## config.mk

```make
export PLATFORM = sky130hd
export DESIGN_NAME = gregorian_date_difference_flat
export DESIGN_NICKNAME = d
export VERILOG_FILES = /design/src/hw/rtl/gdd_pkg.sv /design/src/hw/rtl/gdd_in_if.sv /design/src/hw/rtl/gdd_out_if.sv /design/src/hw/rtl/gregorian_date_difference.sv /design/src/hw/rtl/gdd_ordinal.sv /design/src/flat_wrapper.sv
export VERILOG_INCLUDE_DIRS = /design/src /design/src/hw/rtl
export SDC_FILE = /design/constraint.sdc
export NUM_CORES = 2
export LEC_CHECK = 0
export BUFFER_PORTS_ARGS = -buffer_cell sky130_fd_sc_hd__buf_2
export CAP_MARGIN = 20
export CORE_MARGIN = 3
export CORE_UTILIZATION = 66
export DETAILED_ROUTE_END_ITERATION = 8
export HOLD_SLACK_MARGIN = 0.15
export PLACE_DENSITY = 0.92
export SETUP_SLACK_MARGIN = 0.5
export SYNTH_ARGS = -nofsm -noshare
export SYNTH_HDL_FRONTEND = slang
export SYNTH_HIERARCHICAL = 1
export SYNTH_SLANG_ARGS = --single-unit
```

## constraint.sdc

```tcl
create_clock -name clk -period 9.8 [get_ports clk]
set_clock_uncertainty 0.2 [all_clocks]
set_input_delay 1.47 -clock clk [delete_from_list [all_inputs] [get_ports clk]]
set_output_delay 1.47 -clock clk [all_outputs]
set_load 0.03 [all_outputs]
```

## src/hw/rtl/assert_macros.svh

```systemverilog
// Assertion helpers shared by the RTL
`ifndef ASSERT_MACROS_SVH
`define ASSERT_MACROS_SVH

// Same-cycle implication, checked out of reset
`define ASSERT_IMPL(label, clk, rst_n, ante, cons) \
  label: assert property (@(posedge clk) disable iff (!rst_n) (ante) |-> (cons)) \
    else $error("implication check failed");

// Next-cycle implication, checked out of reset
`define ASSERT_NEXT(label, clk, rst_n, ante, cons) \
  label: assert property (@(posedge clk) disable iff (!rst_n) (ante) |=> (cons)) \
    else $error("next-cycle check failed");

`endif

```

## src/hw/rtl/gdd_pkg.sv

```systemverilog
package gdd_pkg;

  localparam int YEAR_BITS_DEF = 14;
  localparam int MONTH_BITS    = 4;
  localparam int DAY_BITS      = 5;
  localparam int GAP_BITS      = 23;

  localparam longint GAP_MAX = 64'sd4194303;
  localparam longint GAP_MIN = -64'sd4194304;

  localparam int CENTURY      = 100;
  localparam int QUAD_CENTURY = 400;
  localparam int DAYS_COMMON  = 365;

  localparam logic [MONTH_BITS-1:0] MONTH_FEB = 4'd2;

  typedef logic [MONTH_BITS-1:0] month_t;
  typedef logic [DAY_BITS-1:0]   day_t;
  typedef logic signed [GAP_BITS-1:0] gap_t;

  // Load enables of the three ordinal stages
  typedef struct packed {
    logic ld1;
    logic ld2;
    logic ld3;
  } gdd_adv_t;

  // Days before the month in a common year; months past December close the year
  function automatic logic [8:0] days_before_month(input month_t m);
    logic [8:0] d;
    case (m)
      4'd0, 4'd1: d = 9'd0;
      4'd2:       d = 9'd31;
      4'd3:       d = 9'd59;
      4'd4:       d = 9'd90;
      4'd5:       d = 9'd120;
      4'd6:       d = 9'd151;
      4'd7:       d = 9'd181;
      4'd8:       d = 9'd212;
      4'd9:       d = 9'd243;
      4'd10:      d = 9'd273;
      4'd11:      d = 9'd304;
      4'd12:      d = 9'd334;
      default:    d = 9'd365;
    endcase
    return d;
  endfunction

endpackage

```

## src/hw/rtl/gdd_in_if.sv

```systemverilog
interface gdd_in_if #(
  parameter int YEAR_BITS = gdd_pkg::YEAR_BITS_DEF
);
  import gdd_pkg::*;

  logic                 valid;
  logic                 ready;
  logic [YEAR_BITS-1:0] year_a;
  month_t               month_a;
  day_t                 day_a;
  logic [YEAR_BITS-1:0] year_b;
  month_t               month_b;
  day_t                 day_b;

  modport source (
    output valid, year_a, month_a, day_a, year_b, month_b, day_b,
    input  ready
  );

  modport sink (
    input  valid, year_a, month_a, day_a, year_b, month_b, day_b,
    output ready
  );

endinterface

```

## src/hw/rtl/gdd_out_if.sv

```systemverilog
interface gdd_out_if;
  import gdd_pkg::*;

  logic valid;
  logic ready;
  gap_t day_gap;

  modport source (
    output valid, day_gap,
    input  ready
  );

  modport sink (
    input  valid, day_gap,
    output ready
  );

endinterface

```

## src/hw/rtl/gregorian_date_difference.sv

```systemverilog
// An accepted item passes the three ordinal stages and then the gap stage,
// whose output register holds the result until it leaves.
// Throughput: one item per cycle while the output is ready; each ordinal stage
// and the gap stage holds one item and refills as soon as its occupant moves on.
// Reset: synchronous, active low; clears every stage valid bit, payload keeps
// its value.
`include "assert_macros.svh"

module gregorian_date_difference #(
  parameter int YEAR_BITS = gdd_pkg::YEAR_BITS_DEF
) (
  input  logic       clk,
  input  logic       rst_n,
  gdd_in_if.sink     in_dates,
  gdd_out_if.source  out_gap
);
  import gdd_pkg::*;

  localparam int OW = YEAR_BITS + 9;
  localparam int DW = OW + 1;
  localparam int GW = (DW > GAP_BITS) ? DW : GAP_BITS;
  localparam logic signed [GW-1:0] GMAX = GW'(GAP_MAX);
  localparam logic signed [GW-1:0] GMIN = GW'(GAP_MIN);

  logic v1_r, v2_r, v3_r, v4_r;
  logic rdy1, rdy2, rdy3, rdy4;
  gdd_adv_t adv;

  assign rdy4 = !v4_r || out_gap.ready;
  assign rdy3 = !v3_r || rdy4;
  assign rdy2 = !v2_r || rdy3;
  assign rdy1 = !v1_r || rdy2;

  assign in_dates.ready = rdy1;
  assign adv.ld1 = rdy1;
  assign adv.ld2 = rdy2;
  assign adv.ld3 = rdy3;

  always_ff @(posedge clk) begin
    if (!rst_n) begin
      v1_r <= 1'b0;
      v2_r <= 1'b0;
      v3_r <= 1'b0;
      v4_r <= 1'b0;
    end else begin
      if (rdy1) v1_r <= in_dates.valid;
      if (rdy2) v2_r <= v1_r;
      if (rdy3) v3_r <= v2_r;
      if (rdy4) v4_r <= v3_r;
    end
  end

  // Order the dates by year, month, day
  logic swap_nxt;
  logic swap1_r, swap2_r, swap3_r;

  assign swap_nxt = {in_dates.year_a, in_dates.month_a, in_dates.day_a} >
                    {in_dates.year_b, in_dates.month_b, in_dates.day_b};

  always_ff @(posedge clk) begin
    if (rdy1) swap1_r <= swap_nxt;
    if (rdy2) swap2_r <= swap1_r;
    if (rdy3) swap3_r <= swap2_r;
  end

  logic [OW-1:0] ord_a;
  logic [OW-1:0] ord_b;

  gdd_ordinal #(.YEAR_BITS(YEAR_BITS)) u_ord_a (
    .clk     (clk),
    .adv     (adv),
    .year    (in_dates.year_a),
    .month   (in_dates.month_a),
    .day     (in_dates.day_a),
    .ordinal (ord_a)
  );

  gdd_ordinal #(.YEAR_BITS(YEAR_BITS)) u_ord_b (
    .clk     (clk),
    .adv     (adv),
    .year    (in_dates.year_b),
    .month   (in_dates.month_b),
    .day     (in_dates.day_b),
    .ordinal (ord_b)
  );

  // Stage 4: difference and clamp to the result field
  logic signed [DW-1:0] diff;
  logic signed [GW-1:0] diff_ext;
  logic signed [GW-1:0] clamped;
  gap_t                 gap_nxt, gap_r;

  assign diff     = swap3_r ? $signed({1'b0, ord_a} - {1'b0, ord_b})
                            : $signed({1'b0, ord_b} - {1'b0, ord_a});
  assign diff_ext = GW'(diff);

  always_comb begin
    if (diff_ext > GMAX) begin
      clamped = GMAX;
    end else if (diff_ext < GMIN) begin
      clamped = GMIN;
    end else begin
      clamped = diff_ext;
    end
  end

  assign gap_nxt = GAP_BITS'(clamped);

  always_ff @(posedge clk) begin
    if (rdy4) gap_r <= gap_nxt;
  end

  assign out_gap.valid   = v4_r;
  assign out_gap.day_gap = gap_r;

  `ASSERT_NEXT(a_empty_pipe_latency, clk, rst_n,
    in_dates.valid && in_dates.ready && !v1_r && !v2_r && !v3_r && !v4_r, ##3 v4_r)
  `ASSERT_IMPL(a_gap_floor, clk, rst_n, v4_r, gap_r >= -23'sd31)

endmodule

```

## src/hw/rtl/gdd_ordinal.sv

```systemverilog
module gdd_ordinal #(
  parameter int YEAR_BITS = gdd_pkg::YEAR_BITS_DEF
) (
  input  logic                   clk,
  input  gdd_pkg::gdd_adv_t      adv,
  input  logic [YEAR_BITS-1:0]   year,
  input  gdd_pkg::month_t        month,
  input  gdd_pkg::day_t          day,
  output logic [YEAR_BITS+8:0]   ordinal
);
  import gdd_pkg::*;

  localparam int N  = YEAR_BITS + 2;
  localparam int S  = N + 7;
  localparam int P  = N + S;
  localparam int CW = N + 7;
  localparam int OW = YEAR_BITS + 9;
  localparam logic [S-1:0] RECIP = S'(((64'd1 << S) + CENTURY - 1) / CENTURY);

  // Stage 1: reciprocal products for the century and quad-century counts
  logic [N-1:0]         x100;
  logic [N-1:0]         x400;
  logic [P-1:0]         prod100_nxt, prod100_r;
  logic [P-1:0]         prod400_nxt, prod400_r;
  logic [YEAR_BITS-1:0] y1_r;
  month_t               m1_r;
  day_t                 d1_r;

  assign x100        = N'(year) + N'(CENTURY - 1);
  assign x400        = (N'(year) + N'(QUAD_CENTURY - 1)) >> 2;
  assign prod100_nxt = P'(x100) * P'(RECIP);
  assign prod400_nxt = P'(x400) * P'(RECIP);

  always_ff @(posedge clk) begin
    if (adv.ld1) begin
      prod100_r <= prod100_nxt;
      prod400_r <= prod400_nxt;
      y1_r      <= year;
      m1_r      <= month;
      d1_r      <= day;
    end
  end

  // Stage 2: leap count, leap flag and whole-year days
  logic [N-1:0]  c100;
  logic [N-1:0]  c400;
  logic [N-1:0]  c4;
  logic [CW-1:0] cent_prod;
  logic          century;
  logic [N-1:0]  leaps_nxt, leaps_r;
  logic          leap_nxt, leap_r;
  logic [OW-1:0] y365_nxt, y365_r;
  month_t        m2_r;
  day_t          d2_r;

  assign c100      = prod100_r[S +: N];
  assign c400      = prod400_r[S +: N];
  assign c4        = (N'(y1_r) + N'(3)) >> 2;
  assign cent_prod = CW'(c100) * CW'(CENTURY);
  assign century   = (cent_prod == CW'(y1_r));
  assign leaps_nxt = c4 - c100 + c400;
  assign leap_nxt  = (y1_r[1:0] == 2'b00) && (!century || (c100[1:0] == 2'b00));
  assign y365_nxt  = OW'(y1_r) * OW'(DAYS_COMMON);

  always_ff @(posedge clk) begin
    if (adv.ld2) begin
      leaps_r <= leaps_nxt;
      leap_r  <= leap_nxt;
      y365_r  <= y365_nxt;
      m2_r    <= m1_r;
      d2_r    <= d1_r;
    end
  end

  // Stage 3: sum up the ordinal
  logic          leap_day;
  logic [OW-1:0] ord_nxt, ord_r;

  assign leap_day = leap_r && (m2_r > MONTH_FEB);
  assign ord_nxt  = y365_r + OW'(leaps_r) + OW'(days_before_month(m2_r))
                  + OW'(leap_day) + OW'(d2_r);

  always_ff @(posedge clk) begin
    if (adv.ld3) begin
      ord_r <= ord_nxt;
    end
  end

  assign ordinal = ord_r;

endmodule

```

## src/flat_wrapper.sv

```systemverilog
// flat-port wrapper written by rule: the top's interface ports become plain ports
module gregorian_date_difference_flat import gdd_pkg::*;
#(
  parameter int YEAR_BITS = gdd_pkg::YEAR_BITS_DEF
)
  (clk, rst_n, in_dates_valid, in_dates_year_a, in_dates_month_a, in_dates_day_a, in_dates_year_b, in_dates_month_b, in_dates_day_b, in_dates_ready, out_gap_valid, out_gap_day_gap, out_gap_ready);
  gdd_in_if #(.YEAR_BITS(YEAR_BITS)) in_dates_i ();
  gdd_out_if out_gap_i ();
  input  logic clk;
  input  logic rst_n;
  input wire logic [$bits(in_dates_i.valid)-1:0] in_dates_valid;
  input wire logic [$bits(in_dates_i.year_a)-1:0] in_dates_year_a;
  input wire logic [$bits(in_dates_i.month_a)-1:0] in_dates_month_a;
  input wire logic [$bits(in_dates_i.day_a)-1:0] in_dates_day_a;
  input wire logic [$bits(in_dates_i.year_b)-1:0] in_dates_year_b;
  input wire logic [$bits(in_dates_i.month_b)-1:0] in_dates_month_b;
  input wire logic [$bits(in_dates_i.day_b)-1:0] in_dates_day_b;
  output wire logic [$bits(in_dates_i.ready)-1:0] in_dates_ready;
  output wire logic [$bits(out_gap_i.valid)-1:0] out_gap_valid;
  output wire logic [$bits(out_gap_i.day_gap)-1:0] out_gap_day_gap;
  input wire logic [$bits(out_gap_i.ready)-1:0] out_gap_ready;
  assign in_dates_i.valid = in_dates_valid;
  assign in_dates_i.year_a = in_dates_year_a;
  assign in_dates_i.month_a = in_dates_month_a;
  assign in_dates_i.day_a = in_dates_day_a;
  assign in_dates_i.year_b = in_dates_year_b;
  assign in_dates_i.month_b = in_dates_month_b;
  assign in_dates_i.day_b = in_dates_day_b;
  assign in_dates_ready = in_dates_i.ready;
  assign out_gap_valid = out_gap_i.valid;
  assign out_gap_day_gap = out_gap_i.day_gap;
  assign out_gap_i.ready = out_gap_ready;
  gregorian_date_difference #(.YEAR_BITS(YEAR_BITS)) u_core (.clk(clk), .rst_n(rst_n), .in_dates(in_dates_i), .out_gap(out_gap_i));
endmodule
```

Word level (Yosys, flattened, before mapping)
Memory sizes are Yosys's and may differ from the RTL's. A register that Yosys moved wholly into a read port is not among the register bits. Index checks and enable logic that the tools add are counted.

Latch bits: 0. ROM bits: 288. Register bits after elaboration: 352. Memories: 2. Word-level logic and storage cells: 91. Input bits: 50. RAM bits: 0. Output and inout port bits: 25.

Memories: (name not given) (depth 16, bits a word 9, read ports 1, clocked after Yosys merged registers in 1, wr ports 0, RTL line gdd_pkg.sv:31) `case (m)`; (name not given) (depth 16, bits a word 9, read ports 1, clocked after Yosys merged registers in 1, wr ports 0, RTL line gdd_pkg.sv:31).

$lt $le $gt $ge: 5. Add/subtract/negate cells: 20. Mux-type cells: 4. Bitwise logic cells: 0. Equality and inequality tests: 2. Reductions and logical operators: 20. Multiply operators: 8. Shift-type cells: 0. Div/mod/pow operators: 0.

Operators with widths (count): $mul 16x17->33 const B (2); $mul 13x17->30 const B (2); $sub 23x23->24 (2); $add 23x1->23 (2); $add 23x16->23 (2); $add 23x5->23 (2); $add 23x9->23 (2); $mul 14x9->23 const B (2); $eq 17x14->1 (2); $add 14x11->15 (2); $add 14x2->15 const B (2); $add 14x7->15 const B (2); $add 14x9->15 const B (2); $mul 10x5->15 const B (2); $sub 13x10->14 (2); $gt 24x23->1 const B (1); $lt 24x23->1 const B (1); $mux 24 (1); $gt 23x23->1 (1); $mux 23 (1); $gt 4x2->1 const B (2); $logic_not 2->1 (4); $mux 4 (2); $logic_not 1->1 (6); other kinds (2) (10).

Longest topological paths before layout
Word-level depth: 5. Mapped depth: 30. Depth with buffers taken out: 29.

Cells and area by module
Netlist, hierarchy kept.

By module, submodules not included: gdd_ordinal at u_core.u_ord_b (instances 1, area an instance 17830.9 µm², cells an instance 1686, sequential area each 3483.3 µm²); gdd_ordinal at u_core.u_ord_a (instances 1, area an instance 17774.5 µm², cells an instance 1682, sequential area each 3483.3 µm²); gregorian_date_difference (instances 1, area an instance 4311.6 µm², cells an instance 541, sequential area each 860.8 µm²).

Worst setup path before layout
Ideal clock, no wire load.

Kind: input to register. Start point: input port in_dates_year_a[0]. End point: register u_core.u_ord_a.prod100_r[31], data pin. Required time: 9.340 ns. Buffers on the path: 1. Stages: 25. Library setup time: 0.260 ns. Arrival time: 8.033 ns. Slack: 1.307 ns. Cell sequence: clkbuf_1 inv_1 ha_1 inv_1 and3_1 and2_1 nand2b_1 nand4_1 xnor2_1 fa_1 inv_1 fa_1 fa_1 inv_1 fa_1 fa_1 ha_1 ha_1 nand4_1 or4_1 a211oi_1 o31a_1 o21a_1 a21oi_1 xnor2_1.

Longest elaborated chain between the ends: 2.

Ends and longest elaborated chain: start, declared (RTL line flat_wrapper.sv:12) `input wire logic [$bits(in_dates_i.year_a)-1:0] in_dates_year_a;`; $add 14x7->15 (RTL line gdd_ordinal.sv:29) `assign x100 = N'(year) + N'(CENTURY - 1);`; $mul 16x17->33 (RTL line gdd_ordinal.sv:31) `assign prod100_nxt = P'(x100) * P'(RECIP);`; net u_core.u_ord_a.prod100_nxt[31] (RTL line gdd_ordinal.sv:23) `logic [P-1:0] prod100_nxt, prod100_r;`; end signal, assigned (RTL line gdd_ordinal.sv:36) `prod100_r <= prod100_nxt;`; end, declared (RTL line gdd_ordinal.sv:23).

The timed path passes the listed nets, and every way through them passes these cells. A chain may end at the register's enable or synchronous reset.

Final worst setup path
Start point: input port in_dates_year_a[1]. End point: register u_core.u_ord_a.prod100_r[28], data pin.

The elaborated chain is that of the path after synthesis.

==> run metrics <==
first-pass GRT wire length=157.9 mm; status=finished, final reports clean; worst path required time=9.93 ns; die area=0.06347 mm2; Worst-Margin Slew=1.050 ns; Die X-Extent=251.9 um; initial antenna violation count=14; Syn Nets=5214; row count=89; CTS tree=done; Synth Flop Type=edfxtp_1; GR met1 Demand/Resource=0.3778; Root Buffer=clkbuf_16; Seq/Total Area, Yosys=0.1961; syn_area_per_cell=10.21 um2; setup TNS=0 ns; Crit. End Element=register; # hold bufs at CTS=0; min cycle time layout=8.992 ns; post-route DRC violation count=0; Crit-path slowest cell=xnor2_1; drt wl/cell=20.31 um; post-detail-place hpwl=79.62 mm; met3 GRT Util=0.05618; Antenna Nets Post-Route=0; Post-synth ARST share=0; CTS Buf Count=29; Crit Path Class=primary input to register; H-tree depth=1; final wirelength=97.30 mm; Clk pin slew, worst setup/hold paths=0.06 ns; I/O Pins=75; crit-path max cell delay=0.71 ns; met2 usage=0.5367; yosys warns=6; crit start category=primary input; area delta synth->final=5.661%; Final Hold Viols=0; FF+latch count, synth=268; post-CTS sizing=0; Sink Count=268; routed vias/inst=6.110; hold slack=0.2152 ns; maxcap violations=0; NumNets Final=5292; RSZ-0062 raised after global routing=false; largest net degree at the start of global routing=80; final period utilization=0.9176; Die Height=251.9 um; starting density of the core=0.6713; Slew Limit Headroom=0.2796; GRT Max-Usage Layer=met2; instance count of the mapped netlist=3909; final setup vio count=0; Critical Path Most Common Cell=fa_1; layout cell share with drive strength beyond 1=0.04565; Max Freq=111.2 MHz; Crit Path Max Fanout=8; total grt overflow=0; 1st-pass router iterations=8; Arr. time, crit path=9.12 ns; gr usage total=0.3108; Slew Viols, Final=0; Worst Hold Class=register to register; Clock Path Buffers=3; synthesized cell area=0.03992 mm2; vias in the first global route=31240; Vias=29270; core area=0.05946 mm2; clk_lat worst skew=0.59 ns; RePlAce Congestion=0.9828; Setup Buffers After CTS=0; Buffers on Ports=74; Unique masters post-synth=89; DR iter-0 viols=2229; number of synthesized flops with an enable pin=246
## per-layer routing
layer / wire [um] / vias up
li1: - / 13250
met1: 36520 / 14200
met2: 47240 / 1448
met3: 8170 / 354
met4: 5307 / 10
met5: 61 / -
## logic make-up (layout without fill, tap and decap cells)
group,after synthesis,count (layout),synth area share
adder cells (fa/ha/maj),1258,1258,0.4814
buffers and inverters,922,1022,0.08748
AO/OA/AOI/OAI,626,626,0.1029
AND/OR/NAND/NOR,569,569,0.07172
flip-flops,268,268,0.1961
XOR/XNOR,241,241,0.05307
multiplexers,25,25,0.007303
other,0,8,0
## cell usage after synthesis, types with 7 or more instances
cell type / instances / area, um2
a2111oi_0: 7 / 61.31
a211oi_1: 25 / 187.7
a21boi_0: 11 / 82.58
a21o_1: 68 / 510.5
a21oi_1: 166 / 830.8
a221o_1: 7 / 70.07
a221oi_1: 9 / 78.83
a31oi_1: 17 / 106.4
and2_1: 11 / 68.82
and3_1: 26 / 162.7
buf_2: 10 / 50.05
clkbuf_1: 28 / 105.1
dfxtp_1: 22 / 440.4
edfxtp_1: 246 / 7387
fa_1: 464 / 9289
ha_1: 791 / 9897
inv_1: 874 / 3281
mux2_2: 9 / 101.4
mux2i_1: 13 / 130.1
nand2_1: 113 / 424.2
nand2b_1: 15 / 93.84
nand3_1: 61 / 305.3
nand4_1: 32 / 200.2
nor2_1: 154 / 578.1
nor2b_1: 38 / 237.7
nor3_1: 42 / 210.2
nor4_1: 11 / 68.82
o2111ai_1: 10 / 87.58
o211ai_1: 20 / 150.1
o21a_1: 53 / 397.9
o21ai_0: 122 / 610.6
o21ai_1: 14 / 70.07
o21bai_1: 14 / 105.1
o31a_1: 11 / 96.34
o31ai_1: 10 / 75.07
or2_2: 13 / 81.33
or3_1: 17 / 106.4
xnor2_1: 172 / 1506
xor2_1: 68 / 595.6
## final timing paths
check,depth (start not counted),slack [ns],endpoint,from
max reg2reg,15,4.49,u_core/u_ord_b/y365_r[21]$_DFFE_PP_,u_core/u_ord_b/y1_r[5]$_DFFE_PP_
min reg2reg,0,0.22,u_core/u_ord_a/d2_r[2]$_DFFE_PP_,u_core/u_ord_a/d1_r[2]$_DFFE_PP_
max,26,0.81,u_core/u_ord_a/prod100_r[28]$_DFFE_PP_,in_dates_year_a[1]
min,0,0.22,u_core/u_ord_a/d2_r[2]$_DFFE_PP_,u_core/u_ord_a/d1_r[2]$_DFFE_PP_
## cell usage in the layout (no fill, tap or decap), drive strengths merged, types with 62 or more instances in the layout
cell type	Yosys	layout
ha	791	791
buf	18	92
nand3	62	62
nand2	113	113
o21ai	136	136
edfxtp	246	246
nor2	155	155
inv	876	878
a21o	68	68
fa	464	464
xor2	68	68
xnor2	173	173
a21oi	169	169
## critical path, delay by kind of cell
kind	cells	cell delay (ns)
simple gates	6	1.45
buf+inv	5	0.61
compound gates	5	1.34
xor+xnor	2	0.80
fa+ha+maj	8	3.43
## state kept, by name, summed over array words and instances, names as in the netlist, 5 cells and up, named ones only
| signal | cells |
|---|---|
| u_core/u_ord_a/leaps_r | 15 |
| u_core/u_ord_b/y1_r | 14 |
| u_core/u_ord_b/y365_r | 23 |
| u_core/u_ord_b/prod400_r | 7 |
| u_core/u_ord_a/prod100_r | 9 |
| u_core/u_ord_b/ordinal | 23 |
| u_core/u_ord_a/d2_r | 5 |
| u_core/u_ord_a/ordinal | 23 |
| u_core/u_ord_b/d1_r | 5 |
| u_core/u_ord_a/y1_r | 14 |
| u_core/u_ord_b/d2_r | 5 |
| u_core/u_ord_a/y365_r | 23 |
| u_core/u_ord_b/leaps_r | 15 |
| u_core/u_ord_a/d1_r | 5 |
| u_core/u_ord_b/prod100_r | 9 |
| u_core/out_gap.day_gap | 23 |
| u_core/u_ord_a/prod400_r | 7 |
## per-stage QoR
stage          cell area [um2]  cells  setup slack (ns)    util
2_1_floorplan            39920   3909             1.307       -
3_3_place_gp             41190   4727            0.9074  0.6927
3_5_place_dp             41190   4727            0.4853  0.6927
4_1_cts                  42120   4780             1.027  0.7084
5_1_grt                  42170   4788            0.5636  0.7092
6_report                 42180   4790            0.8076  0.7093
## cell type report
type | instances | area [um2]
Multi-Input combinational cell | 2719 | 28610
Fill cell | 3863 | 17290
Sequential cell | 268 | 7828
Inverter | 876 | 3291
Tap cell | 773 | 967.2
Clock buffer | 36 | 772.0
Timing Repair Buffer | 93 | 530.5
Clock inverter | 17 | 161.4
Antenna cell | 8 | 20.02
Power is not shown: default switching activity piles up to over one toggle a cycle in this logic, so the estimate is an artifact.
